$ cat src/u8d_pkg.sv
package u8d_pkg;

    localparam int CP_W       = 21;
    localparam int BYTE_W     = 8;
    localparam int S_DATA_W   = 8;
    localparam int M_DATA_W   = 24;
    localparam int FIFO_DEPTH = 4;
    localparam int PTR_W      = $clog2(FIFO_DEPTH);
    localparam int CNT_W      = $clog2(FIFO_DEPTH + 1);

    localparam logic [BYTE_W-1:0] BACKSLASH = 8'h5C;
    localparam logic [BYTE_W-1:0] LETTER_N  = 8'h6E;
    localparam logic [BYTE_W-1:0] NEWLINE   = 8'h0A;

    localparam logic [2:0] LEAD2_TAG = 3'h6;
    localparam logic [3:0] LEAD3_TAG = 4'hE;
    localparam logic [4:0] LEAD4_TAG = 5'h1E;

    // bytes released by the escape stage for one input beat
    typedef struct packed {
        logic              v0;
        logic [BYTE_W-1:0] b0;
        logic              v1;
        logic [BYTE_W-1:0] b1;
    } esc_feed_t;

    typedef struct packed {
        logic [1:0]      remaining;
        logic [CP_W-1:0] partial;
    } dec_state_t;

    typedef struct packed {
        dec_state_t      state;
        logic            hit;
        logic [CP_W-1:0] cp;
    } dec_step_t;

    typedef struct packed {
        logic            last;
        logic [CP_W-1:0] cp;
    } res_item_t;

    typedef struct packed {
        logic [1:0] count;
        res_item_t  item0;
        res_item_t  item1;
    } res_pair_t;

    // one byte through the lenient decoder
    function automatic dec_step_t dec_step(input dec_state_t st, input logic [BYTE_W-1:0] b);
        dec_step_t r;
        logic [CP_W-1:0] acc;
        r     = '0;
        r.state = st;
        acc   = {st.partial[CP_W-7:0], b[5:0]};
        if (st.remaining != 2'd0) begin
            r.state.remaining = st.remaining - 2'd1;
            r.state.partial   = acc;
            if (st.remaining == 2'd1) begin
                r.hit           = 1'b1;
                r.cp            = acc;
                r.state.partial = '0;
            end
        end else if (!b[7]) begin
            r.hit = 1'b1;
            r.cp  = {{(CP_W-BYTE_W){1'b0}}, b};
        end else if (b[7:5] == LEAD2_TAG) begin
            r.state.partial   = {{(CP_W-5){1'b0}}, b[4:0]};
            r.state.remaining = 2'd1;
        end else if (b[7:4] == LEAD3_TAG) begin
            r.state.partial   = {{(CP_W-4){1'b0}}, b[3:0]};
            r.state.remaining = 2'd2;
        end else if (b[7:3] == LEAD4_TAG) begin
            r.state.partial   = {{(CP_W-3){1'b0}}, b[2:0]};
            r.state.remaining = 2'd3;
        end
        return r;
    endfunction

endpackage

$ cat src/u8d_escape.sv
module u8d_escape (
    input  logic                      clk,
    input  logic                      rst_n,
    input  logic                      advance,
    input  logic [u8d_pkg::BYTE_W-1:0] byte_in,
    input  logic                      fin,
    output u8d_pkg::esc_feed_t        feed
);
    import u8d_pkg::*;

    logic held_reg;
    logic held_next;

    always_comb
    begin
        feed      = '0;
        held_next = 1'b0;
        if (held_reg) begin
            feed.v0 = 1'b1;
            if (byte_in == LETTER_N) begin
                feed.b0 = NEWLINE;
            end else begin
                feed.b0 = BACKSLASH;
                if (byte_in == BACKSLASH && !fin) begin
                    held_next = 1'b1;
                end else begin
                    feed.v1 = 1'b1;
                    feed.b1 = byte_in;
                end
            end
        end else if (byte_in == BACKSLASH && !fin) begin
            held_next = 1'b1;
        end else begin
            feed.v0 = 1'b1;
            feed.b0 = byte_in;
        end
    end

    always_ff @(posedge clk or negedge rst_n)
    begin
        if (!rst_n)
            held_reg <= 1'b0;
        else if (advance)
            held_reg <= held_next;
    end

endmodule

$ cat src/u8d_decode.sv
module u8d_decode (
    input  logic               clk,
    input  logic               rst_n,
    input  logic               advance,
    input  logic               fin,
    input  u8d_pkg::esc_feed_t feed,
    output u8d_pkg::res_pair_t res
);
    import u8d_pkg::*;

    dec_state_t state_reg;
    dec_state_t state_next;
    dec_step_t  step0;
    dec_step_t  step1;
    dec_state_t mid;
    logic       hit0;
    logic       hit1;

    always_comb
    begin
        step0 = dec_step(state_reg, feed.b0);
        mid   = feed.v0 ? step0.state : state_reg;
        hit0  = feed.v0 && step0.hit;
        step1 = dec_step(mid, feed.b1);
        hit1  = feed.v1 && step1.hit;
        state_next = feed.v1 ? step1.state : mid;
        if (fin)
            state_next = '0;
    end

    // pack hits to the front; last flag on the final one
    always_comb
    begin
        res = '0;
        if (hit0 && hit1) begin
            res.count = 2'd2;
            res.item0 = '{last: 1'b0, cp: step0.cp};
            res.item1 = '{last: 1'b1, cp: step1.cp};
        end else if (hit0) begin
            res.count = 2'd1;
            res.item0 = '{last: 1'b1, cp: step0.cp};
        end else if (hit1) begin
            res.count = 2'd1;
            res.item0 = '{last: 1'b1, cp: step1.cp};
        end
    end

    always_ff @(posedge clk or negedge rst_n)
    begin
        if (!rst_n)
            state_reg <= '0;
        else if (advance)
            state_reg <= state_next;
    end

endmodule

$ cat src/u8d_out_fifo.sv
module u8d_out_fifo (
    input  logic                        clk,
    input  logic                        rst_n,
    input  logic                        push,
    input  u8d_pkg::res_pair_t          res,
    output logic                        room2,
    output logic                        m_tvalid,
    input  logic                        m_tready,
    output logic [u8d_pkg::M_DATA_W-1:0] m_tdata,
    output logic                        m_tlast
);
    import u8d_pkg::*;

    res_item_t         mem_reg [FIFO_DEPTH];
    logic [PTR_W-1:0]  wr_ptr_reg;
    logic [PTR_W-1:0]  wr_ptr_next;
    logic [PTR_W-1:0]  rd_ptr_reg;
    logic [PTR_W-1:0]  rd_ptr_next;
    logic [CNT_W-1:0]  count_reg;
    logic [CNT_W-1:0]  count_next;
    logic [CNT_W-1:0]  push_n;
    logic              pop;
    res_item_t         head;

    assign head     = mem_reg[rd_ptr_reg];
    assign m_tvalid = (count_reg != '0);
    assign m_tdata  = {{(M_DATA_W-CP_W){1'b0}}, head.cp};
    assign m_tlast  = head.last;
    assign pop      = m_tvalid && m_tready;
    assign room2    = (count_reg <= CNT_W'(FIFO_DEPTH - 2));

    always_comb
    begin
        push_n      = push ? CNT_W'(res.count) : '0;
        wr_ptr_next = wr_ptr_reg + PTR_W'(push_n);
        rd_ptr_next = rd_ptr_reg + PTR_W'(pop);
        count_next  = count_reg + push_n - CNT_W'(pop);
    end

    always_ff @(posedge clk)
    begin
        if (push && res.count != 2'd0)
            mem_reg[wr_ptr_reg] <= res.item0;
        if (push && res.count == 2'd2)
            mem_reg[wr_ptr_reg + PTR_W'(1)] <= res.item1;
    end

    always_ff @(posedge clk or negedge rst_n)
    begin
        if (!rst_n) begin
            wr_ptr_reg <= '0;
            rd_ptr_reg <= '0;
            count_reg  <= '0;
        end else begin
            wr_ptr_reg <= wr_ptr_next;
            rd_ptr_reg <= rd_ptr_next;
            count_reg  <= count_next;
        end
    end

endmodule

$ cat src/utf8_decoder_with_newline_escape.sv
// channel | dir | tdata                  | tlast
// s_*     | in  | [7:0] text_byte        | final_byte
// m_*     | out | [20:0] code_point      | run_end (last result of its input beat)
//
// One input beat per clock while the output is not stalled and each byte gives
// at most one code point; a beat that gives two (held backslash released with
// its next byte) queues two results. Path: input register, then escape and
// decode logic into a 4-entry result queue, from which results leave.
// Reset clears the held backslash, the decode state and the queue.
// The input register advances only while the queue has room for two results.
module utf8_decoder_with_newline_escape (
    input  logic                         clk,
    input  logic                         rst_n,
    input  logic                         s_tvalid,
    output logic                         s_tready,
    input  logic [u8d_pkg::S_DATA_W-1:0] s_tdata,  // [7:0] text_byte
    input  logic                         s_tlast,  // final_byte
    output logic                         m_tvalid,
    input  logic                         m_tready,
    output logic [u8d_pkg::M_DATA_W-1:0] m_tdata,  // [20:0] code_point, rest zero
    output logic                         m_tlast   // run_end
);
    import u8d_pkg::*;

    logic              in_valid_reg;
    logic [BYTE_W-1:0] in_byte_reg;
    logic              in_last_reg;
    logic              advance;
    logic              room2;
    esc_feed_t         feed;
    res_pair_t         res;

    assign advance  = in_valid_reg && room2;
    assign s_tready = !in_valid_reg || advance;

    always_ff @(posedge clk or negedge rst_n)
    begin
        if (!rst_n)
            in_valid_reg <= 1'b0;
        else if (s_tready)
            in_valid_reg <= s_tvalid;
    end

    always_ff @(posedge clk)
    begin
        if (s_tready && s_tvalid) begin
            in_byte_reg <= s_tdata[BYTE_W-1:0];
            in_last_reg <= s_tlast;
        end
    end

    u8d_escape u_escape (
        .clk     (clk),
        .rst_n   (rst_n),
        .advance (advance),
        .byte_in (in_byte_reg),
        .fin     (in_last_reg),
        .feed    (feed)
    );

    u8d_decode u_decode (
        .clk     (clk),
        .rst_n   (rst_n),
        .advance (advance),
        .fin     (in_last_reg),
        .feed    (feed),
        .res     (res)
    );

    u8d_out_fifo u_out_fifo (
        .clk      (clk),
        .rst_n    (rst_n),
        .push     (advance),
        .res      (res),
        .room2    (room2),
        .m_tvalid (m_tvalid),
        .m_tready (m_tready),
        .m_tdata  (m_tdata),
        .m_tlast  (m_tlast)
    );

endmodule
$ cat config.mk
export PLATFORM = sky130hd
export DESIGN_NAME = utf8_decoder_with_newline_escape
export DESIGN_NICKNAME = d
export VERILOG_FILES = /design/src/u8d_pkg.sv /design/src/u8d_escape.sv /design/src/u8d_decode.sv /design/src/u8d_out_fifo.sv /design/src/utf8_decoder_with_newline_escape.sv
export SDC_FILE = /design/constraint.sdc
export NUM_CORES = 1
export LEC_CHECK = 0
export BUFFER_PORTS_ARGS = -buffer_cell sky130_fd_sc_hd__buf_2
export CAP_MARGIN = 20
export CORE_ASPECT_RATIO = 1.25
export CORE_MARGIN = 1
export CORE_UTILIZATION = 55
export CTS_CLUSTER_SIZE = 10
export DETAILED_ROUTE_END_ITERATION = 10
export PLACE_DENSITY = 0.8
export SLEW_MARGIN = 20
export SYNTH_ARGS = -nofsm -noshare
export SYNTH_HDL_FRONTEND = slang
export SYNTH_SLANG_ARGS = --single-unit
$ cat constraint.sdc
create_clock -name clk -period 5.1 [get_ports clk]
set_input_delay 1.02 -clock clk [delete_from_list [all_inputs] [get_ports clk]]
set_output_delay 1.02 -clock clk [all_outputs]
set_load 0.02 [all_outputs]
==> flow_metrics.tcl <==
set metrics [dict create \
    outcome "finished, final reports clean" \
    ys_ff_latch 123 \
    power.ir.vdd_worst_mv 0.381 \
    cts_setup_buffers 0 \
    timing.final.crit_share 0.852 \
    max_slew_margin 0.356 \
    crit_reg_reg_endpoint "u_out_fifo.mem_reg[1][7]" \
    avgRoutedWirePerCell_um 22.7 \
    seq_area_frac_synth 0.512 \
    layout.cells.most_common_list "sky130_fd_sc_hd__edfxtp_1 (97), sky130_fd_sc_hd__a21oi_1 (72), sky130_fd_sc_hd__nand2_1 (61)" \
    synth.cell_area_um2 6960 \
    number_of_global_route_vias_before_repair 5428 \
    holdPathEnd "u_out_fifo.count_reg[2]" \
    cts-buffers-inserted 17 \
    post-place-cells 787 \
    drcViolationCount 0 \
    endpoint_kind "register" \
    setup.reg_to_reg.worst_slack_ns 0.76 \
    hpwlAfterDp_mm 12.2 \
    min_path_type "register to register" \
    timing.final.max_slew_violations 0 \
    groute.usage.overall 0.304 \
    boundaryPins 40 \
    synthDistinctLibCells 67 \
    first_iter_violations 542 \
    critical_path.reg2reg.startpoint "u_decode.state_reg[21]" \
    cap_violations 0 \
    finalNetCount 665 \
    die-height_um 128 \
    chipWidth_um 103 \
    yosys_warnings 0 \
    multi_input_area_um2 3110 \
    skew_ns 0.00813 \
    gp_congestion 0.948 \
    hold_viol 0 \
    critical_path_peak_fanout 27 \
    drt-pass1-iter-count 5 \
    transition_at_the_pin_with_the_smallest_max_transition_slack_ns 0.959 \
    post_cts_resized 0 \
    syn-instance-count 624 \
    power_density_nw_per_um2 524 \
    grt.overflow.total 0 \
    clockRootBuffer "sky130_fd_sc_hd__clkbuf_16" \
    reg2regPathDepth 9 \
    wl_mm 18.6 \
    cts_buffer_depth 2 \
    postSynth.asyncResetShare 0.211 \
    fin_util 0.642 \
    layout.filler_cells 921 \
    holdCritStartpoint "u_out_fifo.count_reg[2]" \
    grt_start_max_net_pins 33 \
    buffer_ports.inserted 36 \
    cts_htree_levels 4 \
    insertedDiodeCount 0 \
    origin_of_the_worst_setup_path "u_decode.state_reg[21]" \
    max_freq_mhz 230 \
    syn2layout_area_growth_pct 12.7 \
    grt_antenna_before_repair 0 \
    layout-drive-gt1-share 0.198 \
    critical_path_arrival_ns 4.58 \
    cp_data_required_time_ns 5.33 \
    cts.sinks 123 \
    timing.hold.ws_ns 0.528 \
    tns_setup_ns 0 \
    postCtsHoldBufs 0 \
    post_layout_nonfiller_instances 820 \
    detail_route.vias_per_cell 6.65 \
    timing_worst_setup_path_type "register to register" \
    clkTransAtPathRegs_ns 0.06 \
    antenna_left 0 \
    synth_enable_flop_cells 97 \
    p_leak_nw 3.03 \
    min_delay_path_depth 1 \
    setup_viol 0 \
    commonest_non_fill_non_tap_cell_in_the_layout "sky130_fd_sc_hd__edfxtp_1" \
    design.die.area_um2 13100 \
    vias 5457 \
    synth_ff_type "sky130_fd_sc_hd__edfxtp_1" \
    clk_latency_ns 0.42 \
    core.rowCount 45 \
    rsz0062_at_grt "no" \
    timing.critical_path.from_type "register" \
    initial_util 0.570 \
    avgSynthCellArea_um2 11.2 \
    seq_area_um2 3560 \
    cts_tree "done" \
    largest_register_ff_count 88 \
    core_area_um2 12200 \
    wire_length_of_the_first_global_routing_pass_mm 29.4 \
    finalCriticalPeriod_ns 4.34 \
]
Yosys cell counts, types with 3 or more instances:
cell,instances,area (um^2)
sky130_fd_sc_hd__a21o_1,8,60.1
sky130_fd_sc_hd__a21oi_1,72,360
sky130_fd_sc_hd__a22o_1,13,114
sky130_fd_sc_hd__a22oi_1,7,52.6
sky130_fd_sc_hd__a2bb2oi_1,5,43.8
sky130_fd_sc_hd__a31oi_1,7,43.8
sky130_fd_sc_hd__a32o_1,4,40.0
sky130_fd_sc_hd__a32oi_1,4,35.0
sky130_fd_sc_hd__and2_1,9,56.3
sky130_fd_sc_hd__and3_1,4,25.0
sky130_fd_sc_hd__and3b_1,3,26.3
sky130_fd_sc_hd__buf_1,5,18.8
sky130_fd_sc_hd__buf_2,7,35.0
sky130_fd_sc_hd__buf_4,6,45.0
sky130_fd_sc_hd__clkbuf_1,34,128
sky130_fd_sc_hd__dfrtp_1,26,651
sky130_fd_sc_hd__edfxtp_1,97,2910
sky130_fd_sc_hd__ha_1,8,100
sky130_fd_sc_hd__inv_1,17,63.8
sky130_fd_sc_hd__mux2_2,13,146
sky130_fd_sc_hd__mux2i_1,8,80.1
sky130_fd_sc_hd__mux4_2,22,495
sky130_fd_sc_hd__nand2_1,61,229
sky130_fd_sc_hd__nand2b_1,7,43.8
sky130_fd_sc_hd__nand3_1,32,160
sky130_fd_sc_hd__nand3b_1,3,22.5
sky130_fd_sc_hd__nand4_1,3,18.8
sky130_fd_sc_hd__nor2_1,32,120
sky130_fd_sc_hd__nor3_1,6,30.0
sky130_fd_sc_hd__nor3b_1,4,30.0
sky130_fd_sc_hd__o2111ai_1,3,26.3
sky130_fd_sc_hd__o211a_1,3,30.0
sky130_fd_sc_hd__o211ai_1,6,45.0
sky130_fd_sc_hd__o21ai_0,37,185
sky130_fd_sc_hd__o31ai_1,6,45.0
sky130_fd_sc_hd__xnor2_1,3,26.3
worst max path at each step:
| stage | slack, ns | endpoint | cells after the start |
|---|---|---|---|
| 2_1_floorplan | 0.84 | u_out_fifo.mem_reg[1][0] | 11 |
| 3_3_place_gp | 1.04 | u_out_fifo.mem_reg[1][17] | 10 |
| 3_5_place_dp | 1.00 | u_out_fifo.mem_reg[1][7] | 9 |
| 4_1_cts | 0.92 | u_out_fifo.mem_reg[1][7] | 9 |
| 5_1_grt | 0.48 | u_out_fifo.mem_reg[1][7] | 9 |
| 6_report | 0.76 | u_out_fifo.mem_reg[1][7] | 9 |
stage by stage:
| stage | area, um^2 | setup WS, ns | total power, mW |
|---|---|---|---|
| after floorplan | 6970 | 0.843 | 2.48 |
| after global placement | 7230 | 1.04 | 2.84 |
| after detailed placement | 7230 | 1.00 | 2.89 |
| after CTS | 7830 | 0.920 | 4.11 |
| after global routing | 7840 | 0.484 | 4.29 |
| final | 7840 | 0.756 | 4.11 |
worst max-delay path: stages, from the launching register on:
cell and delay (ns):
sky130_fd_sc_hd__dfrtp_1 0.72, sky130_fd_sc_hd__nor2_1 0.27, sky130_fd_sc_hd__a41oi_1 0.68, sky130_fd_sc_hd__a21o_1 0.32, sky130_fd_sc_hd__nand3_1 0.13, sky130_fd_sc_hd__inv_1 0.10
sky130_fd_sc_hd__ha_1 0.59, sky130_fd_sc_hd__o211a_1 0.82, sky130_fd_sc_hd__nand2b_1 0.24, sky130_fd_sc_hd__o21ai_0 0.26
logic make-up (layout without fill, tap and decap cells):
| group | Yosys count | count (layout) | share of synthesized area |
|---|---|---|---|
| fa+ha+maj | 9 | 9 | 0.0173 |
| other cells | 1 | 3 | 0.000539 |
| xor+xnor | 5 | 5 | 0.00629 |
| buf+inv | 70 | 100 | 0.0433 |
| mux | 43 | 43 | 0.104 |
| simple gates | 176 | 176 | 0.128 |
| compound gates | 197 | 197 | 0.189 |
| flops | 123 | 123 | 0.512 |
where the power goes:
| part | leakage [nW] | internal, mW | total (mW) | switching, mW |
|---|---|---|---|---|
| sequential | 1.24 | 1.31 | 1.52 | 0.209 |
| clock | 0.280 | 0.768 | 1.23 | 0.457 |
| combinational | 1.51 | 0.526 | 1.36 | 0.835 |
| total | 3.03 | 2.61 | 4.11 | 1.50 |
cell type report:
type	count	area share
timing repair buffer	51	0.0383
clock inverter	14	0.0215
sequential	123	0.454
tap	164	0.0262
multi-input combinational	433	0.397
clock buffer	18	0.0547
inverter	17	0.00814
metal layers:
layer | GRT usage | part of all wire | vias to the layer above | wire length, um
li1 | - | - | 2441 | -
met1 | 0.395 | 0.39 | 2639 | 7180
met2 | 0.495 | 0.51 | 320 | 9450
met3 | 0.0551 | 0.073 | 57 | 1350
met4 | 0.137 | 0.032 | 0 | 599
met5 | 0 | 0 | - | 0
Note: power is estimated with default switching activity, not from simulation.
